**config.mk**
```make
export PLATFORM = sky130hd
export DESIGN_NAME = rgb_stepped_crossfade_unit_flat
export DESIGN_NICKNAME = d
export VERILOG_FILES = /design/src/rtl/rsc_pkg.sv /design/src/rtl/rsc_in_if.sv /design/src/rtl/rsc_out_if.sv /design/src/rtl/rsc_cfg_if.sv /design/src/rtl/rsc_div.sv /design/src/rtl/rgb_stepped_crossfade_unit.sv /design/src/flat_wrapper.sv
export SDC_FILE = /design/constraint.sdc
export NUM_CORES = 1
export LEC_CHECK = 0
export BUFFER_PORTS_ARGS = -buffer_cell sky130_fd_sc_hd__buf_4
export CORE_AREA = 5 5 168 170
export CTS_CLUSTER_SIZE = 14
export DETAILED_ROUTE_END_ITERATION = 10
export DIE_AREA = 0 0 173 175
export GPL_TIMING_DRIVEN = 0
export PLACE_DENSITY = 0.87
export SETUP_SLACK_MARGIN = 0.3
export SYNTH_ARGS = -nofsm -noshare
export SYNTH_HDL_FRONTEND = slang
export SYNTH_SLANG_ARGS = --single-unit
export TNS_END_PERCENT = 30
```
**constraint.sdc**
```tcl
create_clock -name clk -period 6.23 [get_ports clk]
set_input_delay 1.246 -clock clk [delete_from_list [all_inputs] [get_ports clk]]
set_output_delay 1.246 -clock clk [all_outputs]
set_load 0.05 [all_outputs]
```
**src/rtl/rsc_pkg.sv**
```systemverilog
`timescale 1ns / 1ps
// Package for the stepped RGB crossfade: widths, reset values, register
// indexes, sequencer states and the divider request/response words.
// No dependencies.
package rsc_pkg;

  localparam int COLOR_W = 8;
  localparam int NUM_CH  = 3;
  localparam int CH_W    = 2;
  localparam int IDX_W   = 9;
  localparam int MS_W    = 16;
  localparam int STEPS_W = 8;
  localparam int DIV_W   = 16;
  localparam int DVSR_W  = 8;
  localparam int CNT_W   = $clog2(DIV_W + 1);
  localparam int PROD_W  = IDX_W + COLOR_W;

  localparam int CFG_IDX_W  = 1;
  localparam int CFG_DATA_W = 16;

  localparam logic [CFG_IDX_W-1:0] CFG_TRANSITION_MS = 1'd0;
  localparam logic [CFG_IDX_W-1:0] CFG_STEP_COUNT    = 1'd1;

  localparam logic [MS_W-1:0]    TRANSITION_MS_RST = 16'd500;
  localparam logic [STEPS_W-1:0] STEP_COUNT_RST    = 8'd30;
  localparam logic [MS_W-1:0]    MS_MAX            = {MS_W{1'b1}};

  localparam logic CMD_TICK = 1'b0;
  localparam logic CMD_SET  = 1'b1;

  typedef enum logic [2:0] {
    ST_IDLE,
    ST_Q_ISSUE,
    ST_Q_WAIT,
    ST_D_ISSUE,
    ST_D_WAIT,
    ST_S_ISSUE,
    ST_S_WAIT,
    ST_DONE
  } state_t;

  typedef struct packed {
    logic              start;
    logic [DIV_W-1:0]  dividend;
    logic [DVSR_W-1:0] divisor;
  } div_req_t;

  typedef struct packed {
    logic              busy;
    logic              done;
    logic [DIV_W-1:0]  quo;
    logic [DVSR_W-1:0] rem;
  } div_rsp_t;

endpackage

```
**src/rtl/rsc_in_if.sv**
```systemverilog
`timescale 1ns / 1ps
// Input word channel: valid/ready with command and target color.
// Depends on rsc_pkg.
interface rsc_in_if;
  import rsc_pkg::*;

  logic               valid;
  logic               ready;
  logic               cmd;
  logic [COLOR_W-1:0] red;
  logic [COLOR_W-1:0] green;
  logic [COLOR_W-1:0] blue;
  logic               effect_selected;
  logic               light_on;

  modport source (output valid, cmd, red, green, blue, effect_selected, light_on,
                  input ready);
  modport sink (input valid, cmd, red, green, blue, effect_selected, light_on,
                output ready);
endinterface

```
**src/rtl/rsc_out_if.sv**
```systemverilog
`timescale 1ns / 1ps
// Result word channel: valid/ready with displayed color and status.
// Depends on rsc_pkg.
interface rsc_out_if;
  import rsc_pkg::*;

  logic               valid;
  logic               ready;
  logic [COLOR_W-1:0] out_red;
  logic [COLOR_W-1:0] out_green;
  logic [COLOR_W-1:0] out_blue;
  logic               refreshed;
  logic               fading;

  modport source (output valid, out_red, out_green, out_blue, refreshed, fading,
                  input ready);
  modport sink (input valid, out_red, out_green, out_blue, refreshed, fading,
                output ready);
endinterface

```
**src/rtl/rsc_cfg_if.sv**
```systemverilog
`timescale 1ns / 1ps
// Configuration write channel: valid/ready with register index and data.
// Depends on rsc_pkg.
interface rsc_cfg_if;
  import rsc_pkg::*;

  logic                  valid;
  logic                  ready;
  logic [CFG_IDX_W-1:0]  index;
  logic [CFG_DATA_W-1:0] data;

  modport source (output valid, index, data, input ready);
  modport sink (input valid, index, data, output ready);
endinterface

```
**src/rtl/rsc_div.sv**
```systemverilog
`timescale 1ns / 1ps
// Restoring unsigned divider, one quotient bit per cycle.
// Depends on rsc_pkg (div_req_t, div_rsp_t, widths).
module rsc_div (
  input  logic              clk,
  input  logic              rst_n,
  input  rsc_pkg::div_req_t req,
  output rsc_pkg::div_rsp_t rsp
);
  import rsc_pkg::*;

  logic              busy_r, busy_nxt;
  logic              done_r, done_nxt;
  logic [CNT_W-1:0]  cnt_r, cnt_nxt;
  logic [DIV_W-1:0]  quo_r, quo_nxt;
  logic [DVSR_W-1:0] rem_r, rem_nxt;
  logic [DVSR_W-1:0] dvsr_r, dvsr_nxt;
  logic [DVSR_W:0]   trial;
  logic [DVSR_W:0]   diff;
  logic              ge;

  assign trial = {rem_r, quo_r[DIV_W-1]};
  assign ge    = trial >= {1'b0, dvsr_r};
  assign diff  = trial - {1'b0, dvsr_r};

  always_comb begin
    busy_nxt = busy_r;
    done_nxt = 1'b0;
    cnt_nxt  = cnt_r;
    quo_nxt  = quo_r;
    rem_nxt  = rem_r;
    dvsr_nxt = dvsr_r;
    if (req.start) begin
      busy_nxt = 1'b1;
      cnt_nxt  = CNT_W'(DIV_W);
      quo_nxt  = req.dividend;
      rem_nxt  = '0;
      dvsr_nxt = req.divisor;
    end else if (busy_r) begin
      quo_nxt = {quo_r[DIV_W-2:0], ge};
      rem_nxt = ge ? diff[DVSR_W-1:0] : trial[DVSR_W-1:0];
      cnt_nxt = cnt_r - CNT_W'(1);
      if (cnt_r == CNT_W'(1)) begin
        busy_nxt = 1'b0;
        done_nxt = 1'b1;
      end
    end
  end

  always_ff @(posedge clk) begin
    if (!rst_n) begin
      busy_r <= 1'b0;
      done_r <= 1'b0;
      cnt_r  <= '0;
    end else begin
      busy_r <= busy_nxt;
      done_r <= done_nxt;
      cnt_r  <= cnt_nxt;
    end
    quo_r  <= quo_nxt;
    rem_r  <= rem_nxt;
    dvsr_r <= dvsr_nxt;
  end

  assign rsp.busy = busy_r;
  assign rsp.done = done_r;
  assign rsp.quo  = quo_r;
  assign rsp.rem  = rem_r;

endmodule

```
**src/rtl/rgb_stepped_crossfade_unit.sv**
```systemverilog
`timescale 1ns / 1ps
// Stepped RGB crossfade: set words store a target, tick words advance the fade.
// Tick work runs on the shared 16-bit restoring divider: fade start 3 divides,
// step delay 1 divide, step 3 divides. One word at a time; next word after result.
// Reset (synchronous, rst_n low): color, target, fade state cleared, registers
// back to 500 ms / 30 steps. Depends on rsc_pkg, rsc_*_if, rsc_div.
module rgb_stepped_crossfade_unit (
  input  logic         clk,
  input  logic         rst_n,
  rsc_in_if.sink       in_if,
  rsc_out_if.source    out_if,
  rsc_cfg_if.sink      cfg_if
);
  import rsc_pkg::*;

  state_t state_r, state_nxt;

  logic [MS_W-1:0]    trans_ms_r;
  logic [STEPS_W-1:0] step_cnt_r;

  logic [COLOR_W-1:0] cur_r [NUM_CH];
  logic [COLOR_W-1:0] cur_nxt [NUM_CH];
  logic [COLOR_W-1:0] tgt_r [NUM_CH];
  logic [COLOR_W-1:0] tgt_nxt [NUM_CH];
  logic [IDX_W-1:0]   q_r [NUM_CH];
  logic [IDX_W-1:0]   q_nxt [NUM_CH];
  logic [IDX_W-1:0]   rm_r [NUM_CH];
  logic [IDX_W-1:0]   rm_nxt [NUM_CH];

  logic [IDX_W-1:0] idx_r, idx_nxt;
  logic             pending_r, pending_nxt;
  logic             active_r, active_nxt;
  logic [MS_W-1:0]  ms_r, ms_nxt;
  logic [CH_W-1:0]  ch_r, ch_nxt;
  logic             refr_r, refr_nxt;

  logic               out_valid_r, out_valid_nxt;
  logic [COLOR_W-1:0] o_red_r, o_green_r, o_blue_r;
  logic               o_refr_r, o_fading_r;
  logic               out_load;

  div_req_t div_req;
  div_rsp_t div_rsp;

  logic               in_acc;
  logic [STEPS_W-1:0] n_eff;
  logic [IDX_W-1:0]   diff;
  logic [IDX_W-1:0]   mag;
  logic               neg;
  logic [IDX_W-1:0]   quo9, rem9;
  logic [IDX_W-1:0]   a9;
  logic [COLOR_W-1:0] a8;
  logic [PROD_W-1:0]  prod;
  logic               extra;
  logic               dneg;
  logic [IDX_W-1:0]   delta;
  logic [IDX_W-1:0]   idx_inc;

  rsc_div u_div (
    .clk   (clk),
    .rst_n (rst_n),
    .req   (div_req),
    .rsp   (div_rsp)
  );

  assign in_acc      = in_if.valid && in_if.ready;
  assign in_if.ready = (state_r == ST_IDLE);
  assign cfg_if.ready = 1'b1;
  assign n_eff       = (step_cnt_r == '0) ? STEPS_W'(1) : step_cnt_r;

  // fade start: per-channel sign and magnitude of the difference
  assign diff = {1'b0, tgt_r[ch_r]} - {1'b0, cur_r[ch_r]};
  assign neg  = diff[IDX_W-1];
  assign mag  = neg ? (IDX_W'(0) - diff) : diff;
  assign quo9 = {1'b0, div_rsp.quo[COLOR_W-1:0]};
  assign rem9 = {1'b0, div_rsp.rem};

  // step: remainder share test (i*a) mod n < a
  assign a9      = rm_r[ch_r][IDX_W-1] ? (IDX_W'(0) - rm_r[ch_r]) : rm_r[ch_r];
  assign a8      = a9[COLOR_W-1:0];
  assign prod    = idx_r * a8;
  assign extra   = div_rsp.rem < a8;
  assign dneg    = q_r[ch_r][IDX_W-1] || rm_r[ch_r][IDX_W-1];
  assign delta   = q_r[ch_r] + (extra ? (dneg ? {IDX_W{1'b1}} : IDX_W'(1)) : IDX_W'(0));
  assign idx_inc = idx_r + IDX_W'(1);

  always_comb begin
    state_nxt   = state_r;
    cur_nxt     = cur_r;
    tgt_nxt     = tgt_r;
    q_nxt       = q_r;
    rm_nxt      = rm_r;
    idx_nxt     = idx_r;
    pending_nxt = pending_r;
    active_nxt  = active_r;
    ms_nxt      = ms_r;
    ch_nxt      = ch_r;
    refr_nxt    = refr_r;
    out_load    = 1'b0;
    div_req.start    = 1'b0;
    div_req.dividend = '0;
    div_req.divisor  = n_eff;

    case (state_r)
      ST_IDLE: begin
        if (in_acc) begin
          refr_nxt = 1'b0;
          if (in_if.cmd == CMD_SET) begin
            tgt_nxt[0]  = in_if.red;
            tgt_nxt[1]  = in_if.green;
            tgt_nxt[2]  = in_if.blue;
            pending_nxt = 1'b1;
            state_nxt   = ST_DONE;
          end else begin
            if (ms_r != MS_MAX) begin
              ms_nxt = ms_r + MS_W'(1);
            end
            if (pending_r && in_if.effect_selected && in_if.light_on) begin
              state_nxt = ST_DONE;
            end else if (pending_r) begin
              pending_nxt = 1'b0;
              if (trans_ms_r == '0 || in_if.effect_selected) begin
                cur_nxt    = tgt_r;
                active_nxt = 1'b0;
                refr_nxt   = 1'b1;
                state_nxt  = ST_DONE;
              end else begin
                active_nxt = 1'b1;
                idx_nxt    = IDX_W'(1);
                ch_nxt     = '0;
                state_nxt  = ST_Q_ISSUE;
              end
            end else if (active_r) begin
              state_nxt = ST_D_ISSUE;
            end else begin
              state_nxt = ST_DONE;
            end
          end
        end
      end
      ST_Q_ISSUE: begin
        div_req.start    = 1'b1;
        div_req.dividend = DIV_W'(mag[COLOR_W-1:0]);
        state_nxt        = ST_Q_WAIT;
      end
      ST_Q_WAIT: begin
        if (div_rsp.done) begin
          q_nxt[ch_r]  = neg ? (IDX_W'(0) - quo9) : quo9;
          rm_nxt[ch_r] = neg ? (IDX_W'(0) - rem9) : rem9;
          if (ch_r == CH_W'(NUM_CH - 1)) begin
            state_nxt = ST_D_ISSUE;
          end else begin
            ch_nxt    = ch_r + CH_W'(1);
            state_nxt = ST_Q_ISSUE;
          end
        end
      end
      ST_D_ISSUE: begin
        div_req.start    = 1'b1;
        div_req.dividend = trans_ms_r;
        state_nxt        = ST_D_WAIT;
      end
      ST_D_WAIT: begin
        if (div_rsp.done) begin
          if (ms_r > div_rsp.quo || ms_r == MS_MAX) begin
            ms_nxt    = '0;
            ch_nxt    = '0;
            state_nxt = ST_S_ISSUE;
          end else begin
            if (idx_r > {1'b0, n_eff}) begin
              active_nxt = 1'b0;
            end
            state_nxt = ST_DONE;
          end
        end
      end
      ST_S_ISSUE: begin
        div_req.start    = 1'b1;
        div_req.dividend = prod[DIV_W-1:0];
        state_nxt        = ST_S_WAIT;
      end
      ST_S_WAIT: begin
        if (div_rsp.done) begin
          cur_nxt[ch_r] = cur_r[ch_r] + delta[COLOR_W-1:0];
          if (ch_r == CH_W'(NUM_CH - 1)) begin
            idx_nxt  = idx_inc;
            refr_nxt = 1'b1;
            if (idx_inc > {1'b0, n_eff}) begin
              active_nxt = 1'b0;
            end
            state_nxt = ST_DONE;
          end else begin
            ch_nxt    = ch_r + CH_W'(1);
            state_nxt = ST_S_ISSUE;
          end
        end
      end
      ST_DONE: begin
        if (!out_valid_r || out_if.ready) begin
          out_load  = 1'b1;
          state_nxt = ST_IDLE;
        end
      end
      default: begin
        state_nxt = ST_IDLE;
      end
    endcase
  end

  assign out_valid_nxt = out_load ? 1'b1 : (out_if.ready ? 1'b0 : out_valid_r);

  always_ff @(posedge clk) begin
    if (!rst_n) begin
      state_r     <= ST_IDLE;
      trans_ms_r  <= TRANSITION_MS_RST;
      step_cnt_r  <= STEP_COUNT_RST;
      for (int c = 0; c < NUM_CH; c++) begin
        cur_r[c] <= '0;
        tgt_r[c] <= '0;
        q_r[c]   <= '0;
        rm_r[c]  <= '0;
      end
      idx_r       <= '0;
      pending_r   <= 1'b0;
      active_r    <= 1'b0;
      ms_r        <= '0;
      ch_r        <= '0;
      refr_r      <= 1'b0;
      out_valid_r <= 1'b0;
    end else begin
      state_r   <= state_nxt;
      cur_r     <= cur_nxt;
      tgt_r     <= tgt_nxt;
      q_r       <= q_nxt;
      rm_r      <= rm_nxt;
      idx_r     <= idx_nxt;
      pending_r <= pending_nxt;
      active_r  <= active_nxt;
      ms_r      <= ms_nxt;
      ch_r      <= ch_nxt;
      refr_r    <= refr_nxt;
      out_valid_r <= out_valid_nxt;
      if (cfg_if.valid && cfg_if.ready) begin
        case (cfg_if.index)
          CFG_TRANSITION_MS: trans_ms_r <= cfg_if.data[MS_W-1:0];
          CFG_STEP_COUNT:    step_cnt_r <= cfg_if.data[STEPS_W-1:0];
          default: begin
          end
        endcase
      end
    end
    if (out_load) begin
      o_red_r    <= cur_r[0];
      o_green_r  <= cur_r[1];
      o_blue_r   <= cur_r[2];
      o_refr_r   <= refr_r;
      o_fading_r <= active_r;
    end
  end

  assign out_if.valid     = out_valid_r;
  assign out_if.out_red   = o_red_r;
  assign out_if.out_green = o_green_r;
  assign out_if.out_blue  = o_blue_r;
  assign out_if.refreshed = o_refr_r;
  assign out_if.fading    = o_fading_r;

  a_idle_div_quiet: assert property (@(posedge clk) disable iff (!rst_n)
    (state_r == ST_IDLE) |-> !div_rsp.busy)
    else $error("divider busy while sequencer idle");

  a_done_in_wait: assert property (@(posedge clk) disable iff (!rst_n)
    div_rsp.done |-> (state_r == ST_Q_WAIT || state_r == ST_D_WAIT ||
                      state_r == ST_S_WAIT))
    else $error("divider result outside a wait state");

  a_active_idx: assert property (@(posedge clk) disable iff (!rst_n)
    active_r |-> (idx_r != '0))
    else $error("active fade with zero step index");

  a_load_from_done: assert property (@(posedge clk) disable iff (!rst_n)
    out_load |=> (out_if.valid && state_r == ST_IDLE))
    else $error("result load did not return to idle");

endmodule

```
**src/flat_wrapper.sv**
```systemverilog
// flat-port wrapper written by rule: the top's interface ports become plain ports
module rgb_stepped_crossfade_unit_flat import rsc_pkg::*;
  (clk, rst_n, in_if_valid, in_if_cmd, in_if_red, in_if_green, in_if_blue, in_if_effect_selected, in_if_light_on, in_if_ready, out_if_valid, out_if_out_red, out_if_out_green, out_if_out_blue, out_if_refreshed, out_if_fading, out_if_ready, cfg_if_valid, cfg_if_index, cfg_if_data, cfg_if_ready);
  rsc_in_if in_if_i ();
  rsc_out_if out_if_i ();
  rsc_cfg_if cfg_if_i ();
  input  logic clk;
  input  logic rst_n;
  input wire logic [$bits(in_if_i.valid)-1:0] in_if_valid;
  input wire logic [$bits(in_if_i.cmd)-1:0] in_if_cmd;
  input wire logic [$bits(in_if_i.red)-1:0] in_if_red;
  input wire logic [$bits(in_if_i.green)-1:0] in_if_green;
  input wire logic [$bits(in_if_i.blue)-1:0] in_if_blue;
  input wire logic [$bits(in_if_i.effect_selected)-1:0] in_if_effect_selected;
  input wire logic [$bits(in_if_i.light_on)-1:0] in_if_light_on;
  output wire logic [$bits(in_if_i.ready)-1:0] in_if_ready;
  output wire logic [$bits(out_if_i.valid)-1:0] out_if_valid;
  output wire logic [$bits(out_if_i.out_red)-1:0] out_if_out_red;
  output wire logic [$bits(out_if_i.out_green)-1:0] out_if_out_green;
  output wire logic [$bits(out_if_i.out_blue)-1:0] out_if_out_blue;
  output wire logic [$bits(out_if_i.refreshed)-1:0] out_if_refreshed;
  output wire logic [$bits(out_if_i.fading)-1:0] out_if_fading;
  input wire logic [$bits(out_if_i.ready)-1:0] out_if_ready;
  input wire logic [$bits(cfg_if_i.valid)-1:0] cfg_if_valid;
  input wire logic [$bits(cfg_if_i.index)-1:0] cfg_if_index;
  input wire logic [$bits(cfg_if_i.data)-1:0] cfg_if_data;
  output wire logic [$bits(cfg_if_i.ready)-1:0] cfg_if_ready;
  assign in_if_i.valid = in_if_valid;
  assign in_if_i.cmd = in_if_cmd;
  assign in_if_i.red = in_if_red;
  assign in_if_i.green = in_if_green;
  assign in_if_i.blue = in_if_blue;
  assign in_if_i.effect_selected = in_if_effect_selected;
  assign in_if_i.light_on = in_if_light_on;
  assign in_if_ready = in_if_i.ready;
  assign out_if_valid = out_if_i.valid;
  assign out_if_out_red = out_if_i.out_red;
  assign out_if_out_green = out_if_i.out_green;
  assign out_if_out_blue = out_if_i.out_blue;
  assign out_if_refreshed = out_if_i.refreshed;
  assign out_if_fading = out_if_i.fading;
  assign out_if_i.ready = out_if_ready;
  assign cfg_if_i.valid = cfg_if_valid;
  assign cfg_if_i.index = cfg_if_index;
  assign cfg_if_i.data = cfg_if_data;
  assign cfg_if_ready = cfg_if_i.ready;
  rgb_stepped_crossfade_unit u_core (.clk(clk), .rst_n(rst_n), .in_if(in_if_i), .out_if(out_if_i), .cfg_if(cfg_if_i));
endmodule
```
==> qor.csv, run 1 <==
stage;metric;value;unit
outcome;status;complete, no violations;
sta;post-route-min-period;6.15;ns
sta;hold_slack;0.466;ns
detailed_routing;totalWireLength;46600;µm
floorplan;die_w;173;µm
power_and_ir_drop;power_density;314;nW/µm²
yosys;netlist_top_cells_count;nand2_1, dfxtp_1, inv_1, a21oi_1, nor2_1;
detailed_routing;detail_route.wl_per_cell;20.4;µm
global_routing;grt_pass1_wl;72500;µm
sta;max-slew-margin-rel;34.6;%
yosys;synth_warnings;0;
setup_path;r2r_end;u_core.u_div.quo_r[13]$_DFFE_PP_;
yosys;synthXorXnorAreaFrac;3.53;%
setup_path;r2r_slack;0.08;ns
yosys;synth-edff-count;50;
setup_path;crit_fanout;6;
power_and_ir_drop;total_power;5.59;mW
clocking;cts_buffers;23;
yosys;synth_compound_area_share;20.0;%
yosys;async_flop_share;0;%
clocking;clkSlewWorstSetupHoldPaths;0.07;ns
setup_path;required;6.50;ns
detailed_routing;drc;0;
setup_path;worst_setup_path_end_kind;register;
layout;syn2layout_area_growth;19.3;%
sta;finClkSkew;0.0228;ns
yosys;syn_nets;1965;
yosys;synthMuxAreaShare;3.54;%
floorplan;die_h;175;µm
detailed_routing;drtPass1Iterations;5;
clocking;clk_latency;0.53;ns
yosys;syn-cell-area;14900;µm²
global_routing;grt_pass1_vias;13900;
clocking;root_buffer;clkbuf_16;
setup_path;critPathKind;reg -> reg;
yosys;synth_cell_type_count;73;
yosys;synthTopCellsByArea;dfxtp_1, edfxtp_1, ha_1;
yosys;yosys.area_share.simple;17.1;%
global_routing;grt-ovfl-total;0;
placed_design;hpwl;33600;µm
clocking;clock_path_buffers;3;
clocking;htree_levels;1;
clocking;clock_sinks;225;
yosys;yosys.area.top_type;dfxtp_1;
floorplan;placementRows;60;
layout;fillers;2029;
layout;drive_gt1_share;15.8;%
min_path;hold_depth;0;
yosys;syn_avg_cell_area;8.48;µm²
min_path;hold_path.startpoint;u_core.cur_r[1]$_SDFFE_PN0P_;
placed_design;gp_congestion;0.956;
min_path;holdPathEnd;u_core.out_if.out_blue[1]$_DFFE_PP_;
sta;rsz0062_at_grt;yes;
detailed_routing;route.vias.total;14200;
placed_design;placedInstanceArea;15900;µm²
sta;tightest_slew;0.981;ns
yosys;synth_fa_ha_area_share;15.8;%
sta;finalHoldViolations;0;
detailed_routing;drtAntennaViolNets;0;
clocking;cts_tree;done;
floorplan;die-area;30300;µm²
sta;max_freq;0.163;GHz
min_path;worstHoldPathType;reg -> reg;
yosys;syn-instance-count;1758;
global_routing;grt_max_degree;23;
floorplan;fp.coreArea;26600;µm²
layout;final_area;17800;µm²
setup_path;reg2reg_depth;24;
setup_path;start_kind;register;
yosys;netlist.area_leader.share;23.5;%
layout;nets;2132;
power_and_ir_drop;ir_drop;248;µV
yosys;synth_ff_type;dfxtp_1;
floorplan;pin_count;78;
yosys;synth-seq-cells;225;
setup_path;r2r-start;u_core.ch_r[1]$_SDFFE_PN0P_;
sta;slew_violations;0;
sta;setup_viol;0;
floorplan;start_util;56.1;%
sta;fin_crit_sh;98.7;%
detailed_routing;vias_per_cell;6.23;
run;drv_cap;0;
yosys;yosys.cell_count.top_type;nand2_1;
setup_path;arrival;6.42;ns
yosys;yosysSeqAreaShare;33.6;%
power_and_ir_drop;leakage;7.40;nW
placed_design;port_buffers;75;
sta;tns;0;ns
global_routing;antenna_found_initial;0;
yosys;synth_top_family_by_area;compound AO/OA/AOI/OAI gates;
detailed_routing;drt_iter0_drc;1646;
global_routing;track_usage;29.1;%
## power breakdown
| group | leakage, nW | switching [mW] | internal [mW] |
|---|---|---|---|
| combinational | 5.13 | 1.51 | 0.815 |
| sequential | 1.88 | 0.164 | 1.67 |
| clock | 0.387 | 0.613 | 0.820 |
## worst max-delay path, cell delays in order (launching register included)
cell and delay, ns:
dfxtp_4 0.39, buf_8 0.14, buf_12 0.11, mux2i_4 0.23, nor2_2 0.07, a21oi_4 0.27, a21oi_2 0.09, xor2_2 0.21
buf_4 0.16, and2_1 0.17, fa_2 0.37, fa_1 0.55, inv_1 0.05, fa_1 0.47, fa_1 0.57, inv_1 0.08
ha_4 0.27, o21ai_2 0.17, nor2_2 0.08, o41a_1 0.35, a41oi_2 0.23, nor2b_4 0.23, xnor2_4 0.11, a22o_1 0.21
a221o_1 0.29
## how the worst max path moves through the flow
| stage | startpoint | to | cells after the start |
|---|---|---|---|
| floorplan | u_core.ch_r[1]$_SDFFE_PN0P_ | u_core.u_div.quo_r[13]$_DFFE_PP_ | 24 |
| global placement | u_core.ch_r[0]$_SDFFE_PN0P_ | u_core.cur_r[7]$_SDFFE_PN0P_ | 25 |
| detailed placement | u_core.ch_r[0]$_SDFFE_PN0P_ | u_core.cur_r[7]$_SDFFE_PN0P_ | 25 |
| CTS | u_core.ch_r[1]$_SDFFE_PN0P_ | u_core.u_div.quo_r[13]$_DFFE_PP_ | 24 |
| global route | u_core.ch_r[1]$_SDFFE_PN0P_ | u_core.u_div.quo_r[13]$_DFFE_PP_ | 24 |
| finish | u_core.ch_r[1]$_SDFFE_PN0P_ | u_core.u_div.quo_r[13]$_DFFE_PP_ | 24 |
## registers in the layout, summed over array words and instances, names as in the netlist, 8 cells and up
register,flops
u_core.u_div.quo_r,16
u_core.u_div.dvsr_r,8
u_core.u_div.rem_r,8
u_core.step_cnt_r,8
u_core.out_if.out_green,8
u_core.cur_r,24
u_core.trans_ms_r,16
u_core.out_if.out_blue,8
u_core.out_if.out_red,8
u_core.rm_r,27
u_core.ms_r,16
u_core.q_r,27
u_core.tgt_r,24
u_core.idx_r,9
## stage by stage
step / utilization [%] / setup WS (ns) / instances
floorplan: - / 0.306 / 1758
global placement: 59.9 / -0.792 / 2174
detailed placement: 60.0 / -1.04 / 2175
CTS: 66.1 / 0.304 / 2273
global route: 66.9 / -0.0449 / 2283
finish: 66.9 / 0.0788 / 2284
## per-layer routing
| layer | part of all wire, % | track usage, % | wire, µm |
|---|---|---|---|
| met3 | 9.8 | 5.80 | 4590 |
| met4 | 5.3 | 13.1 | 2450 |
| met5 | 0 | 0 | 0 |
| met2 | 47 | 49.3 | 21900 |
| met1 | 38 | 36.1 | 17600 |
## repair_timing
action | CTS | global route
endpoints found under the setup margin | 28 | 13
hold buffers | 0 | 0
buffers inserted | 55 | 10
resized for setup | 86 | 26
hold endpoints to repair | 0 | 0
pin swaps | 35 | 11
cloned | 1 | 0
## layout by cell type (no fill, tap or decap), types with 21 or more instances in the layout
master and instances:
nand2_1 219, dfxtp_1 173, inv_1 141, buf_4 139
a21oi_1 128, nor2_1 126, o21ai_0 111, ha_1 102
clkbuf_1 78, a21boi_0 58, edfxtp_1 50, fa_1 49
mux2i_1 40, nand3_1 35, xnor2_1 35, and2_1 31
clkbuf_16 25, nor3_1 22, nor2b_1 21, a31oi_1 21
## logic make-up after synthesis
group	after synthesis
compound gates	464
xor+xnor	60
fa+ha+maj	158
buf+inv	248
flops	225
mux	52
other cells	1
simple gates	550
## layout make-up
class | count | area (µm²) | area share, %
flip-flops and latches | 225 | 5010 | 28.2
clock buffers | 26 | 639 | 3.60
repair buffers | 142 | 1100 | 6.20
clock inverters | 16 | 131 | 0.739
diodes | 1 | 2.50 | 0.0141
multi-input cells | 1285 | 9450 | 53.1
inverters | 151 | 576 | 3.24
plain buffers | 97 | 445 | 2.51
well taps | 341 | 427 | 2.40
Power figures use the tool's default switching activity.
==> inputs of run 2 (changes only) <==
--- a/config.mk
+++ b/config.mk
@@ -5,11 +5,11 @@
 export SDC_FILE = /design/constraint.sdc
 export NUM_CORES = 1
 export LEC_CHECK = 0
-export BUFFER_PORTS_ARGS = -buffer_cell sky130_fd_sc_hd__buf_4
-export CORE_AREA = 5 5 168 170
+export CORE_AREA = 5 5 165 167
 export CTS_CLUSTER_SIZE = 14
 export DETAILED_ROUTE_END_ITERATION = 10
-export DIE_AREA = 0 0 173 175
+export DIE_AREA = 0 0 170 172
+export DONT_BUFFER_PORTS = 1
 export GPL_TIMING_DRIVEN = 0
 export PLACE_DENSITY = 0.87
 export SETUP_SLACK_MARGIN = 0.3
==> run 2 against run 1 <==
Die area is 3.4% lower. Clock skew decreased by 0.0084 ns. Worst setup slack lost 0.058 ns. Non-clock buffer count shrank 104. Maximum frequency fell by 0.93%. Critical path type unchanged.
==> qor.csv, run 2 (synthesized netlist as in run 1, its figures left out) <==
stage;metric;value;unit
power_and_ir_drop;seqPwrFrac;33.7;%
global_routing;track_usage;30.1;%
setup_path;crit_fanout;6;
detailed_routing;drtPass1Iterations;6;
clocking;clk_latency;0.53;ns
floorplan;pin_count;78;
global_routing;grt_max_degree;23;
global_routing;gr-usage-met2;50.2;%
placed_design;dp.cells;2094;
detailed_routing;drt_iter0_drc;1739;
detailed_routing;vias_per_cell;6.47;
placed_design;gp_congestion;1.00;
min_path;hold_path.startpoint;u_core.refr_r$_SDFFE_PN0P_;
layout;nets;2029;
power_and_ir_drop;p_comb_share;41.4;%
clocking;clkSlewWorstSetupHoldPaths;0.07;ns
sta;max_freq;0.161;GHz
global_routing;grt_use_met1;38.3;%
power_and_ir_drop;p_int;3.19;mW
clocking;hold_buffers;0;
layout;diodes;0;
setup_path;critPathKind;reg -> reg;
run;drv_cap;0;
power_and_ir_drop;total_power;5.50;mW
floorplan;placementRows;59;
global_routing;grt_pass1_wl;71100;µm
sta;finClkSkew;0.0144;ns
floorplan;fp.coreArea;25600;µm²
power_and_ir_drop;clkPwrFrac;25.0;%
placed_design;port_buffers;0;
floorplan;die_h;172;µm
clocking;cts_tree;done;
sta;post-route-min-period;6.21;ns
sta;rsz0062_at_grt;yes;
power_and_ir_drop;switching_power;2.31;mW
sta;tightest_slew;1.25;ns
global_routing;grt_pass1_vias;13600;
detailed_routing;drtAntennaViolNets;0;
setup_path;required;6.52;ns
sta;hold_slack;0.450;ns
global_routing;grt-ovfl-total;0;
power_and_ir_drop;power_density;323;nW/µm²
setup_path;arrival;6.50;ns
global_routing;use_met3;5.99;%
sta;finalHoldViolations;0;
layout;syn2layout_area_growth;14.4;%
sta;max-slew-margin-rel;16.3;%
global_routing;grt-busiest-layer;met2;
clocking;root_buffer;clkbuf_16;
layout;layout_common_cells;nand2_1, dfxtp_1, inv_1;
placed_design;hpwl;32500;µm
power_and_ir_drop;leakage;6.84;nW
floorplan;die-area;29200;µm²
setup_path;worst_setup_path_end_kind;register;
detailed_routing;totalWireLength;45900;µm
setup_path;crit_start;u_core.ch_r[1]$_SDFFE_PN0P_;
layout;fin_cells;2175;
outcome;status;complete, no violations;
sta;slew_violations;0;
clocking;clock_sinks;225;
clocking;cts_buffers;24;
detailed_routing;route.vias.total;14100;
power_and_ir_drop;ir_drop;285;µV
clocking;htree_levels;1;
global_routing;antenna_found_initial;1;
clocking;clock_path_buffers;3;
layout;reg.largest.list;u_core.q_r: 27 flops, u_core.rm_r: 27 flops;
detailed_routing;detail_route.wl_per_cell;21.1;µm
sta;fin_crit_sh;99.7;%
setup_path;start_kind;register;
sta;fin_ws;0.0211;ns
floorplan;die_w;170;µm
power_and_ir_drop;switching_share;42.0;%
min_path;worstHoldPathType;reg -> reg;
sta;setup_viol;0;
setup_path;r2r-start;u_core.ch_r[1]$_SDFFE_PN0P_;
layout;drive_gt1_share;11.3;%
detailed_routing;drc;0;
floorplan;start_util;58.2;%
layout;fillers;1877;
layout;final_common_cell;nand2_1;
placed_design;pre_cts_ws;-1.01;ns
==> run 2: power groups by stage <==
stage | logic [mW] | registers (mW) | clock network [mW]
floorplan | 1.55 | 1.81 | 0
global placement | 2.03 | 1.86 | 0
detailed placement | 2.10 | 1.87 | 0
CTS | 2.16 | 1.84 | 1.36
global route | 2.45 | 1.86 | 1.43
finish | 2.27 | 1.85 | 1.37
==> run 2: through the flow <==
step	TNS, ns	utilization, %	area, µm²
floorplan	0	-	14900
detailed placement	-15.77	60.0	15400
CTS	0	65.4	16800
global route	-0.0970	66.5	17000
finish	0	66.5	17000
global placement	-9.50	59.9	15300
==> run 2: area by class of cell <==
type	count	area, µm²	area share, %
timing repair buffer	38	300	1.76
buffer	97	454	2.66
tap	335	419	2.46
multi-input combinational	1285	9550	56.1
inverter	151	573	3.36
sequential	225	5010	29.4
clock buffer	28	647	3.80
clock inverter	16	86.3	0.507
==> run 2: path summary, 6_finish.rpt <==
| path | endpoint | slack, ns | cells after the start |
|---|---|---|---|
| max | u_core.u_div.quo_r[13]$_DFFE_PP_ | 0.02 | 24 |
| min | u_core.out_if.refreshed$_DFFE_PP_ | 0.45 | 0 |
| max reg2reg | u_core.u_div.quo_r[13]$_DFFE_PP_ | 0.02 | 24 |
| min reg2reg | u_core.out_if.refreshed$_DFFE_PP_ | 0.45 | 0 |
==> run 2: critical path, stage by stage (launching register included) <==
cell and delay (ns):
dfxtp_4 0.40, buf_12 0.15, buf_12 0.11, mux2i_4 0.22, nor2_2 0.08, a21oi_4 0.29
a21oi_2 0.09, xor2_2 0.33, buf_4 0.21, and2_1 0.15, fa_1 0.46, fa_1 0.54
fa_1 0.51, inv_1 0.06, fa_1 0.57, inv_1 0.09, ha_4 0.30, nor2_1 0.05
nor2_1 0.12, o41a_1 0.26, a41oi_2 0.16, nor2b_4 0.16, xnor2_2 0.17, a22o_1 0.20
a221o_1 0.28
==> run 2: metal layers <==
| layer | routed length [µm] | share of wire (%) |
|---|---|---|
| met1 | 17000 | 37 |
| met4 | 2470 | 5.4 |
| met3 | 4840 | 11 |
| met5 | 0 | 0 |
| met2 | 21600 | 47 |
==> run 2: repair_timing <==
item / in CTS / in global routing
buffers inserted: 23 / 13
cloned: 1 / 0
gates resized for setup: 92 / 38
endpoints found under the setup margin: 28 / 16
pin swaps: 28 / 22
